--- src/design/mpbs_pkg.sv ---
`timescale 1ns / 1ps
// Shared types and codes for the matrix power block.
package mpbs_pkg;

	// Input item kinds
	localparam logic KIND_LOAD  = 1'b0;
	localparam logic KIND_POWER = 1'b1;

	// Configuration register index, taken from paddr[2]
	localparam logic REG_DIMENSION = 1'b0;

	// Reset value of the dimension register
	localparam logic [3:0] DIM_RESET = 4'd8;

	// Datapath operations issued by the controller
	typedef enum logic [2:0] {
		OP_NONE,
		OP_LOAD,
		OP_INIT,
		OP_MUL_RS,
		OP_MUL_SS,
		OP_COPY_R,
		OP_COPY_S,
		OP_EMIT
	} op_t;

	typedef struct packed {
		op_t        op;
		logic [2:0] row;
		logic [2:0] col;
		logic [2:0] mid;
		logic [1:0] phase;
		logic       first;
		logic       last;
	} cmd_t;

	typedef struct packed {
		logic busy;
		logic out_free;
	} status_t;

	typedef enum logic [3:0] {
		ST_IDLE,
		ST_INIT,
		ST_DRAIN,
		ST_CHECK,
		ST_SHIFT,
		ST_MUL,
		ST_COPY,
		ST_EMIT_RD,
		ST_EMIT_LD
	} state_t;

endpackage

--- src/design/mpbs_ctrl.sv ---
`timescale 1ns / 1ps
// Sequencer: walks load, init, square-and-multiply, copy and emit sweeps.
module mpbs_ctrl #(
	parameter int NUM_PHASES = 1
) (
	input  logic                clk,
	input  logic                arst_n,
	input  logic [3:0]          dim,
	input  logic                in_valid,
	input  logic                in_kind,
	input  logic [30:0]         in_exponent,
	output logic                in_ready,
	input  mpbs_pkg::status_t   status,
	output mpbs_pkg::cmd_t      cmd
);

	mpbs_pkg::state_t state_q, state_d;
	mpbs_pkg::state_t ret_q, ret_d;
	logic        sq_q, sq_d;
	logic [30:0] e_q, e_d;
	logic [2:0]  row_q, row_d, col_q, col_d, mid_q, mid_d;
	logic [1:0]  ph_q, ph_d;

	logic [2:0] nm1;
	logic       row_end, col_end, mid_end, ph_end, sweep_end;

	assign nm1       = 3'(dim - 4'd1);
	assign row_end   = (row_q == nm1);
	assign col_end   = (col_q == nm1);
	assign mid_end   = (mid_q == nm1);
	assign ph_end    = (ph_q == 2'(NUM_PHASES - 1));
	assign sweep_end = row_end && col_end;

	always_ff @(posedge clk or negedge arst_n) begin
		if (!arst_n) begin
			state_q <= mpbs_pkg::ST_IDLE;
			ret_q   <= mpbs_pkg::ST_IDLE;
			sq_q    <= 1'b0;
			e_q     <= '0;
			row_q   <= '0;
			col_q   <= '0;
			mid_q   <= '0;
			ph_q    <= '0;
		end else begin
			state_q <= state_d;
			ret_q   <= ret_d;
			sq_q    <= sq_d;
			e_q     <= e_d;
			row_q   <= row_d;
			col_q   <= col_d;
			mid_q   <= mid_d;
			ph_q    <= ph_d;
		end
	end

	always_comb begin
		state_d   = state_q;
		ret_d     = ret_q;
		sq_d      = sq_q;
		e_d       = e_q;
		row_d     = row_q;
		col_d     = col_q;
		mid_d     = mid_q;
		ph_d      = ph_q;
		in_ready  = 1'b0;
		cmd.op    = mpbs_pkg::OP_NONE;
		cmd.row   = row_q;
		cmd.col   = col_q;
		cmd.mid   = mid_q;
		cmd.phase = ph_q;
		cmd.first = (mid_q == 3'd0) && (ph_q == 2'd0);
		cmd.last  = mid_end && ph_end;

		case (state_q)
			mpbs_pkg::ST_IDLE: begin
				in_ready = 1'b1;
				if (in_valid) begin
					if (in_kind == mpbs_pkg::KIND_LOAD) begin
						cmd.op = mpbs_pkg::OP_LOAD;
					end else begin
						e_d     = in_exponent;
						row_d   = '0;
						col_d   = '0;
						mid_d   = '0;
						ph_d    = '0;
						state_d = mpbs_pkg::ST_INIT;
					end
				end
			end
			mpbs_pkg::ST_INIT: begin
				cmd.op = mpbs_pkg::OP_INIT;
				if (sweep_end) begin
					row_d   = '0;
					col_d   = '0;
					ret_d   = mpbs_pkg::ST_CHECK;
					state_d = mpbs_pkg::ST_DRAIN;
				end else if (col_end) begin
					col_d = '0;
					row_d = row_q + 3'd1;
				end else begin
					col_d = col_q + 3'd1;
				end
			end
			mpbs_pkg::ST_DRAIN: begin
				if (!status.busy) begin
					state_d = ret_q;
				end
			end
			mpbs_pkg::ST_CHECK: begin
				if (e_q[0]) begin
					sq_d    = 1'b0;
					state_d = mpbs_pkg::ST_MUL;
				end else begin
					state_d = mpbs_pkg::ST_SHIFT;
				end
			end
			mpbs_pkg::ST_SHIFT: begin
				e_d = e_q >> 1;
				if (e_q[30:1] == 30'd0) begin
					state_d = mpbs_pkg::ST_EMIT_RD;
				end else begin
					sq_d    = 1'b1;
					state_d = mpbs_pkg::ST_MUL;
				end
			end
			mpbs_pkg::ST_MUL: begin
				cmd.op = sq_q ? mpbs_pkg::OP_MUL_SS : mpbs_pkg::OP_MUL_RS;
				// phase, then inner index, then column, then row
				if (!ph_end) begin
					ph_d = ph_q + 2'd1;
				end else begin
					ph_d = '0;
					if (!mid_end) begin
						mid_d = mid_q + 3'd1;
					end else begin
						mid_d = '0;
						if (sweep_end) begin
							row_d   = '0;
							col_d   = '0;
							ret_d   = mpbs_pkg::ST_COPY;
							state_d = mpbs_pkg::ST_DRAIN;
						end else if (col_end) begin
							col_d = '0;
							row_d = row_q + 3'd1;
						end else begin
							col_d = col_q + 3'd1;
						end
					end
				end
			end
			mpbs_pkg::ST_COPY: begin
				cmd.op = sq_q ? mpbs_pkg::OP_COPY_S : mpbs_pkg::OP_COPY_R;
				if (sweep_end) begin
					row_d   = '0;
					col_d   = '0;
					ret_d   = sq_q ? mpbs_pkg::ST_CHECK : mpbs_pkg::ST_SHIFT;
					state_d = mpbs_pkg::ST_DRAIN;
				end else if (col_end) begin
					col_d = '0;
					row_d = row_q + 3'd1;
				end else begin
					col_d = col_q + 3'd1;
				end
			end
			mpbs_pkg::ST_EMIT_RD: begin
				state_d = mpbs_pkg::ST_EMIT_LD;
			end
			mpbs_pkg::ST_EMIT_LD: begin
				cmd.last = sweep_end;
				if (status.out_free) begin
					cmd.op = mpbs_pkg::OP_EMIT;
					if (sweep_end) begin
						row_d   = '0;
						col_d   = '0;
						state_d = mpbs_pkg::ST_IDLE;
					end else begin
						if (col_end) begin
							col_d = '0;
							row_d = row_q + 3'd1;
						end else begin
							col_d = col_q + 3'd1;
						end
						state_d = mpbs_pkg::ST_EMIT_RD;
					end
				end
			end
			default: begin
				state_d = mpbs_pkg::ST_IDLE;
			end
		endcase
	end

endmodule

--- config.mk ---
export PLATFORM = sky130hd
export DESIGN_NAME = mpbs_ctrl
export DESIGN_NICKNAME = d
export VERILOG_FILES = /design/src/design/mpbs_pkg.sv /design/src/design/mpbs_ctrl.sv
export SDC_FILE = /design/constraint.sdc
export NUM_CORES = 1
export LEC_CHECK = 0
export BUFFER_PORTS_ARGS = -buffer_cell sky130_fd_sc_hd__clkbuf_2
export CAP_MARGIN = 20
export CORE_UTILIZATION = 50
export CTS_BUF_LIST = sky130_fd_sc_hd__clkbuf_8
export DETAILED_ROUTE_END_ITERATION = 8
export PLACE_DENSITY = 0.76
export SLEW_MARGIN = 20
export SYNTH_ARGS = -nofsm -noshare
export SYNTH_HDL_FRONTEND = slang
export SYNTH_SLANG_ARGS = --single-unit
--- constraint.sdc ---
create_clock -name clk -period 3.95 [get_ports clk]
set_input_delay 1.185 -clock clk [delete_from_list [all_inputs] [get_ports clk]]
set_output_delay 1.185 -clock clk [all_outputs]
set_load 0.005 [all_outputs]
# Word-level counts from Yosys, hierarchy flattened

Cells that the tools add are included.

Logic and storage cells: 108
Memories: 0
Bits in read-only memories: 0
Bits in latches: 0
Register bits after elaboration: 51
RAM bits: 0

Add/sub/neg operators: 5
Multiplexer cells: 53
Bitwise logic cells: 0
Shift-type cells: 0
$mul: 0
Equal/unequal tests: 22
Reduce and logical (&&, ||, !) cells: 20
Divide/modulo/power cells: 0
Order comparisons: 0

Operators by type and width:

| operator            | count |
|---|---|
| $mux 31             | 2 |
| $pmux 31 s2         | 1 |
| $mux 3              | 18 |
| $mux 4              | 12 |
| $pmux 4 s8          | 1 |
| $logic_not 30->1    | 1 |
| $pmux 3 s4          | 2 |
| $ne 2x2->1 const B  | 11 |
| $reduce_and 6->1    | 3 |
| $eq 4x3->1 const B  | 4 |
| $pmux 3 s5          | 1 |
| $pmux 4 s3          | 1 |
| $mux 2              | 5 |
| $add 3x1->3 const B | 3 |
| $eq 3x3->1          | 3 |
| $reduce_and 3->1    | 3 |
| $eq 4x2->1 const B  | 2 |
| $mux 1              | 7 |
| $pmux 3 s2          | 1 |
| $reduce_bool 2->1   | 3 |
| $eq 4x1->1 const B  | 1 |
| $eq 4x4->1 const B  | 1 |
| $logic_not 4->1     | 1 |
| $pmux 2 s2          | 1 |
| other kinds (10)    | 12 |

# Longest topological paths before layout

Gate-level depths: netlist of run 1.

Word-level depth: 7
Mapped depth: 7
Gate-level depth less buffers: 7

# Least setup slack after synthesis of run 1

OpenSTA, ideal clock, no wires.

Path kind: input -> output
Start: input port dim[0]
End: output port cmd[0] (netlist name)
Arrival time: 2.454 ns
Stages on the path: 6
Path slack: 0.311 ns
Path buffers: 0
Cells stage by stage: inv_1 ha_1 or3b_1 a22oi_4 nand2_1 o22ai_1

RTL lines:

| element            | line            | text |
|---|---|---|
| start: declaration | mpbs_ctrl.sv:8  | `input logic [3:0] dim,` |
| end: declaration   | mpbs_ctrl.sv:14 | `output mpbs_pkg::cmd_t cmd` |

==> impl_summary.log, run 1 <==
[metrics] result of the run: finished clean
[metrics] Iteration-0 DRC Markers: 138
[metrics] total power: ~2.3 mW
[metrics] Net Count, Synth: 353
[metrics] hold violation count in the final report: 0
[metrics] most frequent standard cell in the layout excluding fill and tap cells: sky130_fd_sc_hd__clkbuf_2
[metrics] number of global-route vias before repair: between 2k and 2.5k
[metrics] Total GRT Usage: approximately 22%
[metrics] Synth area leader: sky130_fd_sc_hd__dfrtp_1
[metrics] launch instance of the worst min-delay path: ret_q[2]
[metrics] critical setup path kind: in2out
[metrics] via total after detailed routing: ~2.4k
[metrics] synthesized area: 3040 µm²
[metrics] Hold EP: ret_q[2]
[metrics] cts hold-fix bufs: 0
[metrics] Max Clk Rate: roughly 260 MHz
[metrics] Clock Skew: 0.0116 ns
[metrics] fraction of post-synthesis cell area in the top cell type by area: 41.1%
[metrics] number of cells traversed by the worst hold path: 1
[metrics] ys async rst share: 100%
[metrics] max capacitance violation total: 0
[metrics] min-delay worst type: reg2reg
[metrics] number of sinks on the clock net: 50
[metrics] Leak: 1.67 nW
[metrics] slew at the pin closest to its max-slew limit: 0.755 ns
[metrics] flip-flop and latch count after synthesis: 50
[metrics] area of the placeable core: between 5000 and 6000 µm²
[metrics] R2R cell count: 4
[metrics] cell count after synthesis: 305
[metrics] Critical Path End Type: output pin
[metrics] Synth Warn #: 0
[metrics] Die Area: approximately 6400 µm²
[metrics] clock tree from TritonCTS: done
[metrics] total negative slack: 0 ns
[metrics] critical path startpoint category: input pin
[metrics] final critical path time including I/O delays and setup: 3.82 ns
[metrics] floorplan die height: 80.0 µm
[metrics] post-layout instance count excluding filler cells: 434
[metrics] area added between synthesis and finish: 14.2%
[metrics] # placed instances: between 400 and 500
[metrics] most used cells in the layout excluding fill and tap cells: sky130_fd_sc_hd__clkbuf_2, sky130_fd_sc_hd__dfrtp_1, sky130_fd_sc_hd__nand2_1, sky130_fd_sc_hd__o21ai_0, sky130_fd_sc_hd__mux2i_1
[metrics] number of placement rows: 28
[metrics] number of nets with antenna violations after routing: 0
[metrics] count of input and output buffers: 56
[metrics] level count of the clock H-tree: 2
[metrics] worst endpoint required time: 2.76 ns
[metrics] Crit Path Max Fanout: 4
[metrics] buffer type at the clock tree root: sky130_fd_sc_hd__clkbuf_8
[metrics] areal power density over the cells: between 600 and 700 nW/µm²
[metrics] final HPWL from detailed placement: 4690 µm
[metrics] last weighted congestion value of the routability-driven placer: 0.863
[metrics] die boundary width: approximately 80 µm
[metrics] register area share after synthesis: between 40% and 50%
[metrics] ANT cells: 0
[metrics] top_reg_cell synth: sky130_fd_sc_hd__dfrtp_1
[metrics] Final setup violation count: 0
[metrics] Post-synth EDFFs: 0
[metrics] unrepaired setup endpoints after global routing: false
[metrics] final routed wirelength across all metal layers: 6310 µm
[metrics] fraction of final layout cells with drive strength greater than 1: 27.3%
[metrics] Via-to-Cell Ratio: 5.54
[metrics] Filler Cell Count: 500
[metrics] buffer levels on the longest clock path: 2
[metrics] count of pins on the block boundary: 58
[metrics] routed wire length per instance: 14.5 µm
[metrics] register-to-register path setup slack: 1.57 ns
[metrics] cell area after layout: 3480 µm²
[metrics] max-slew violations: 0
[metrics] global-route wire length before repair: 10800 µm
[metrics] DP Area: 3390 µm²
[metrics] clock-pin transition on the worst setup and hold timing paths: 0.08 ns
[metrics] average size of a mapped cell: 9.98 µm²
[metrics] maximum number of pins on one net before global-route repair: 62
[metrics] worst reg2reg path startpoint: state_q[0]
[metrics] critical path arrival: 2.64 ns
[metrics] initial standard-cell utilization of the core: about 52%
[metrics] Max-slew headroom: between 40% and 50%
[metrics] highest ir drop seen on vdd: ~0.00029 V
[metrics] capture point of the worst reg-to-reg path: e_q[22]
[metrics] number of detailed-routing iterations run before antenna repair: 4
[metrics] final-stage net count: ~410
[metrics] DRC viols: 0
[metrics] synth unique cells: 63
[metrics] Inserted Clock Buffers: 5
[metrics] overall overflow remaining after global route: 0
[metrics] number of antenna violations at the first check in global routing: 0
[metrics] clock insertion delay at the later pin of the skew report: slightly above 0.3 ns
[metrics] top cells by area, synth: sky130_fd_sc_hd__dfrtp_1, sky130_fd_sc_hd__mux2i_1, sky130_fd_sc_hd__nand2_1
[metrics] post-route clock period utilization: between 90 and 100%
[through the flow]
step                      utilization, %  hold slack [ns]  setup WS, ns
after detailed placement            57.5            0.500        0.0926
after floorplan                        -            0.471         0.311
after global placement              57.5            0.496         0.160
after global routing                59.1            0.535        0.0123
after CTS                           59.0            0.520        0.0883
final                               59.1            0.519         0.130
[flip-flops by register name, indices dropped and copies added (netlist names)]
| name | flops |
|---|---|
| mid_q | 3 |
| sq_q | 1 |
| ret_q | 3 |
| row_q | 3 |
| ph_q | 2 |
| state_q | 4 |
| e_q | 31 |
| col_q | 3 |
[final cells by class]
| cell class | count | area (µm²) | share of cell area, % |
|---|---|---|---|
| Timing Repair Buffer | 61 | 318 | 9.14 |
| Clock inverter | 3 | 18.8 | 0.540 |
| Clock buffer | 5 | 68.8 | 1.98 |
| Tap cell | 75 | 93.8 | 2.70 |
| Multi-Input combinational cell | 228 | 1680 | 48.4 |
| Inverter | 12 | 45.0 | 1.30 |
| Sequential cell | 50 | 1250 | 36.0 |
[what timing repair did]
item / in CTS / in global routing
resized for setup: 0 / 1
endpoints found under the setup margin: 0 / 1
hold endpoints to repair: 0 / 0
buffers inserted: 0 / 0
[worst max path at each step]
stage	start	to	slack (ns)	cells past startpoint
after floorplan	dim[0]	cmd[0]	0.31	6
after global placement	dim[0]	cmd[0]	0.16	8
after detailed placement	dim[0]	cmd[0]	0.09	8
after CTS	dim[0]	cmd[0]	0.09	8
after global routing	dim[0]	cmd[0]	0.01	8
final	dim[0]	cmd[0]	0.13	8
[worst max-delay path, stage by stage]
cell	delay, ns
sky130_fd_sc_hd__clkbuf_2	0.09
sky130_fd_sc_hd__inv_1	0.04
sky130_fd_sc_hd__ha_1	0.30
sky130_fd_sc_hd__or3b_1	0.40
sky130_fd_sc_hd__a22oi_4	0.19
sky130_fd_sc_hd__nand2_1	0.09
sky130_fd_sc_hd__o22ai_1	0.20
sky130_fd_sc_hd__clkbuf_2	0.14
[cell usage after synthesis (2+ instances only)]
cell type                  instances
sky130_fd_sc_hd__nand3b_1          3
sky130_fd_sc_hd__nand3_1           5
sky130_fd_sc_hd__and3_1            2
sky130_fd_sc_hd__o21ai_1           3
sky130_fd_sc_hd__clkbuf_1          8
sky130_fd_sc_hd__a21oi_1           4
sky130_fd_sc_hd__buf_2             4
sky130_fd_sc_hd__xor2_1            2
sky130_fd_sc_hd__o31ai_1           2
sky130_fd_sc_hd__a31o_2            2
sky130_fd_sc_hd__nand2_1          48
sky130_fd_sc_hd__nor4_1            7
sky130_fd_sc_hd__mux2_2            5
sky130_fd_sc_hd__o21ai_0          35
sky130_fd_sc_hd__dfrtp_1          50
sky130_fd_sc_hd__nand4_1           2
sky130_fd_sc_hd__o22ai_1           3
sky130_fd_sc_hd__buf_4             2
sky130_fd_sc_hd__nand3_2           2
sky130_fd_sc_hd__ha_1              7
sky130_fd_sc_hd__nor3_1            2
sky130_fd_sc_hd__nor2_1            9
sky130_fd_sc_hd__inv_1            12
sky130_fd_sc_hd__a211o_2           2
sky130_fd_sc_hd__mux2i_1          34
sky130_fd_sc_hd__nand2b_1          4
sky130_fd_sc_hd__nor2b_1           2
sky130_fd_sc_hd__nor3b_1           2
sky130_fd_sc_hd__xnor2_1           3
sky130_fd_sc_hd__o21bai_1          2
sky130_fd_sc_hd__or3b_1            2
sky130_fd_sc_hd__a41oi_1           2
sky130_fd_sc_hd__mux2_4            2
sky130_fd_sc_hd__a21o_1            2
[report_power, final]
part           switching (mW)  total, mW  internal [mW]  leakage (nW)
sequential              0.271       1.01          0.739         0.624
clock                   0.173      0.298          0.125        0.0483
combinational           0.505      0.999          0.494         0.994
[layer usage]
metal,vias up,global-route usage (%),wire length [µm]
met5,-,0,0
met4,0,6.79,59
met3,4,5.37,311
met2,57,36.2,3010
met1,1134,27.8,2930
li1,1209,-,-
[cell families (layout without fill, tap and decap cells)]
group,count (synthesis),in the layout,synth area share (%)
multiplexers,41,41,14.0
flip-flops,50,50,41.1
XOR/XNOR,7,7,2.96
buffers and inverters,27,81,3.99
AND/OR/NAND/NOR,102,102,18.2
AO/OA/AOI/OAI,71,71,16.9
adder cells (fa/ha/maj),7,7,2.88
Power figures use the tool's default switching activity.
==> inputs of run 2 (changes only) <==
--- a/config.mk
+++ b/config.mk
@@ -5,7 +5,7 @@
 export SDC_FILE = /design/constraint.sdc
 export NUM_CORES = 1
 export LEC_CHECK = 0
-export BUFFER_PORTS_ARGS = -buffer_cell sky130_fd_sc_hd__clkbuf_2
+export BUFFER_PORTS_ARGS = -buffer_cell sky130_fd_sc_hd__buf_4
 export CAP_MARGIN = 20
 export CORE_UTILIZATION = 50
 export CTS_BUF_LIST = sky130_fd_sc_hd__clkbuf_8
==> run 2 against run 1 <==
  * Sequential power hardly changed
  * Cell count down 0.23%
  * First-iteration DRC count is 46% lower
  * Critical path depth is the same
  * Hold slack worse by 0.0052 ns
  * Setup slack improved by 0.00054 ns
  * Via count increased by 3.1%
  * Sequential share of layout area is 1.4 points lower
  * Total power up 3.2%
  * Global-route usage rose by 0.47 points
  * Maximum frequency about the same
  * Clock skew decreased by 0.0071 ns
==> impl_summary.log, run 2 (synthesis gave the netlist of run 1 again) <==
[metrics] result of the run: finished clean
[metrics] overall overflow remaining after global route: 0
[metrics] number of global-route vias before repair: 2403
[metrics] maximum single-stage delay on the critical path: 0.40 ns
[metrics] count of pins on the block boundary: 58
[metrics] Buf+Inv Stages, Crit Path: 3
[metrics] slew at the pin closest to its max-slew limit: ~0.92 ns
[metrics] final routed wirelength across all metal layers: around 6500 µm
[metrics] most frequent standard cell in the layout excluding fill and tap cells: sky130_fd_sc_hd__buf_4
[metrics] initial standard-cell utilization of the core: 51.7%
[metrics] Via-to-Cell Ratio: 5.72
[metrics] worst reg2reg path startpoint: state_q[2]
[metrics] areal power density over the cells: between 600 and 700 nW/µm²
[metrics] total negative slack: 0 ns
[metrics] top register by number of flip-flops: e_q
[metrics] Crit Path Max Fanout: 5
[metrics] Total GRT Usage: 22.2%
[metrics] global-route wire length before repair: approximately 11000 µm
[metrics] worst setup timing slack at the placement stage: 0.115 ns
[metrics] number of placement rows: 28
[metrics] number of antenna violations at the first check in global routing: 0
[metrics] register-to-register path setup slack: 1.44 ns
[metrics] Leak: about 1.7 nW
[metrics] floorplan die height: around 80 µm
[metrics] cell type of the slowest stage on the worst timing path: sky130_fd_sc_hd__or3b_1
[metrics] most common cell type on the critical path: sky130_fd_sc_hd__buf_4
[metrics] Max Clk Rate: 262 MHz
[metrics] capture point of the worst reg-to-reg path: e_q[3]
[metrics] final HPWL from detailed placement: 4770 µm
[metrics] level count of the clock H-tree: 2
[metrics] most used cells in the layout excluding fill and tap cells: sky130_fd_sc_hd__buf_4, sky130_fd_sc_hd__dfrtp_1, sky130_fd_sc_hd__nand2_1, sky130_fd_sc_hd__o21ai_0, sky130_fd_sc_hd__mux2i_1
[metrics] DRC viols: 0
[metrics] critical path startpoint category: input pin
[metrics] largest registers in the final layout: e_q x31, state_q x4
[metrics] clock insertion delay at the later pin of the skew report: 0.31 ns
[metrics] max reg flops: 31
[metrics] Die Area: approximately 6400 µm²
[metrics] hold violation count in the final report: 0
[metrics] total power: about 2.4 mW
[metrics] # resized after CTS: 0
[metrics] launch instance of the worst min-delay path: ret_q[1]
[metrics] chain of cells forming the critical path: buf_4 -> inv_1 -> ha_1 -> or3b_1 -> a22oi_4 -> nand2_1 -> o22ai_1 -> buf_4
[metrics] family with the most delay on the worst path: simple AND/OR/NAND/NOR gates
[metrics] number of detailed-routing iterations run before antenna repair: 4
[metrics] Critical Path End Type: output pin
[metrics] buffer type at the clock tree root: sky130_fd_sc_hd__clkbuf_8
[metrics] final critical path time including I/O delays and setup: 3.82 ns
[metrics] number of sinks on the clock net: 50
[metrics] post-route clock period utilization: 96.7%
[metrics] die boundary width: 80.0 µm
[metrics] fraction of final layout cells with drive strength greater than 1: 26.8%
[metrics] final-stage net count: 405
[metrics] area of the placeable core: 5890 µm²
[metrics] setup bufs post-CTS: 0
[metrics] min-delay worst type: reg2reg
[metrics] highest ir drop seen on vdd: 0.000331 V
[metrics] least setup slack across all paths after layout: 0.130 ns
[metrics] critical path arrival: 2.63 ns
[metrics] maximum number of pins on one net before global-route repair: 51
[metrics] last weighted congestion value of the routability-driven placer: 0.889
[metrics] critical setup path kind: in2out
[metrics] max capacitance violation total: 0
[metrics] Inserted Clock Buffers: 5
[metrics] Max-slew headroom: roughly two fifths
[metrics] ANT cells: 0
[metrics] buffer levels on the longest clock path: 2
[metrics] via total after detailed routing: ~2.5k
[metrics] number of cells traversed by the worst hold path: 1
[metrics] Hold EP: ret_q[1]
[metrics] count of input and output buffers: 56
[metrics] max-slew violations: 0
[metrics] clock tree from TritonCTS: done
[metrics] number of nets with antenna violations after routing: 0
[metrics] worst endpoint required time: 2.76 ns
[metrics] unrepaired setup endpoints after global routing: false
[metrics] routed wire length per instance: 14.9 µm
[metrics] Clock Skew: 0.00454 ns
[metrics] cts hold-fix bufs: 0
[metrics] Final setup violation count: 0
[metrics] clock-pin transition on the worst setup and hold timing paths: 0.09 ns
[metrics] area added between synthesis and finish: 18.8%
[metrics] Iteration-0 DRC Markers: 74
[metrics] R2R cell count: 4
run 2: changes by cell type in the layout (fill, tap and decap cells not counted), sizes merged:
cell / before / now
inv: 13 / 14
clkinv: 2 / 0
clkbuf: 61 / 6
buf: 5 / 60
run 2: area by class of cell:
cell class | count | area (µm²)
fill | 508 | 2270
multi-input combinational | 228 | 1680
sequential | 50 | 1250
timing repair buffer | 60 | 450
tap | 75 | 93.8
clock buffer | 6 | 82.6
inverter | 12 | 45.0
clock inverter | 2 | 12.5
run 2: worst reg2reg max path: cells and delay by family, from the launching register on:
kind	cells	cell delay, ns
and+or+nand+nor	2	1.08
DFF	1	0.69
buffers and inverters	1	0.44
AOI/OAI and AO/OA	1	0.18
run 2: report_power, final:
part | switching [mW] | leakage [nW] | internal (mW) | total, mW
Clock | 0.176 | 0.0530 | 0.143 | 0.318
Combinational | 0.523 | 1.03 | 0.543 | 1.07
Sequential | 0.259 | 0.624 | 0.740 | 0.998
Total | 0.957 | 1.71 | 1.42 | 2.38
run 2: worst max path at each step:
| stage | slack, ns | startpoint | depth (start not counted) | endpoint |
|---|---|---|---|---|
| after global placement | 0.12 | dim[0] | 8 | cmd[0] |
| final | 0.13 | dim[0] | 8 | cmd[0] |
| after global routing | 0.02 | dim[0] | 8 | cmd[0] |
| after floorplan | 0.31 | dim[0] | 6 | cmd[0] |
| after detailed placement | 0.12 | dim[0] | 8 | cmd[0] |
| after CTS | 0.10 | dim[0] | 8 | cmd[0] |
run 2: routing by layer:
metal | track usage, % | share of wire [%] | routed length, µm | vias up
met4 | 5.89 | 1.2 | 76 | 0
li1 | - | - | - | 1204
met2 | 39.3 | 50 | 3230 | 70
met3 | 6.06 | 5.6 | 363 | 7
met1 | 26.4 | 43 | 2800 | 1197
met5 | 0 | 0 | 0 | -
run 2: stage by stage:
stage / util, % / hold WS [ns] / area (µm²) / std cells
after floorplan: - / 0.471 / 3040 / 305
after global placement: 59.8 / 0.489 / 3520 / 425
after detailed placement: 59.8 / 0.498 / 3520 / 425
after CTS: 61.4 / 0.518 / 3610 / 433
after global routing: 61.5 / 0.538 / 3620 / 433
final: 61.5 / 0.514 / 3620 / 433
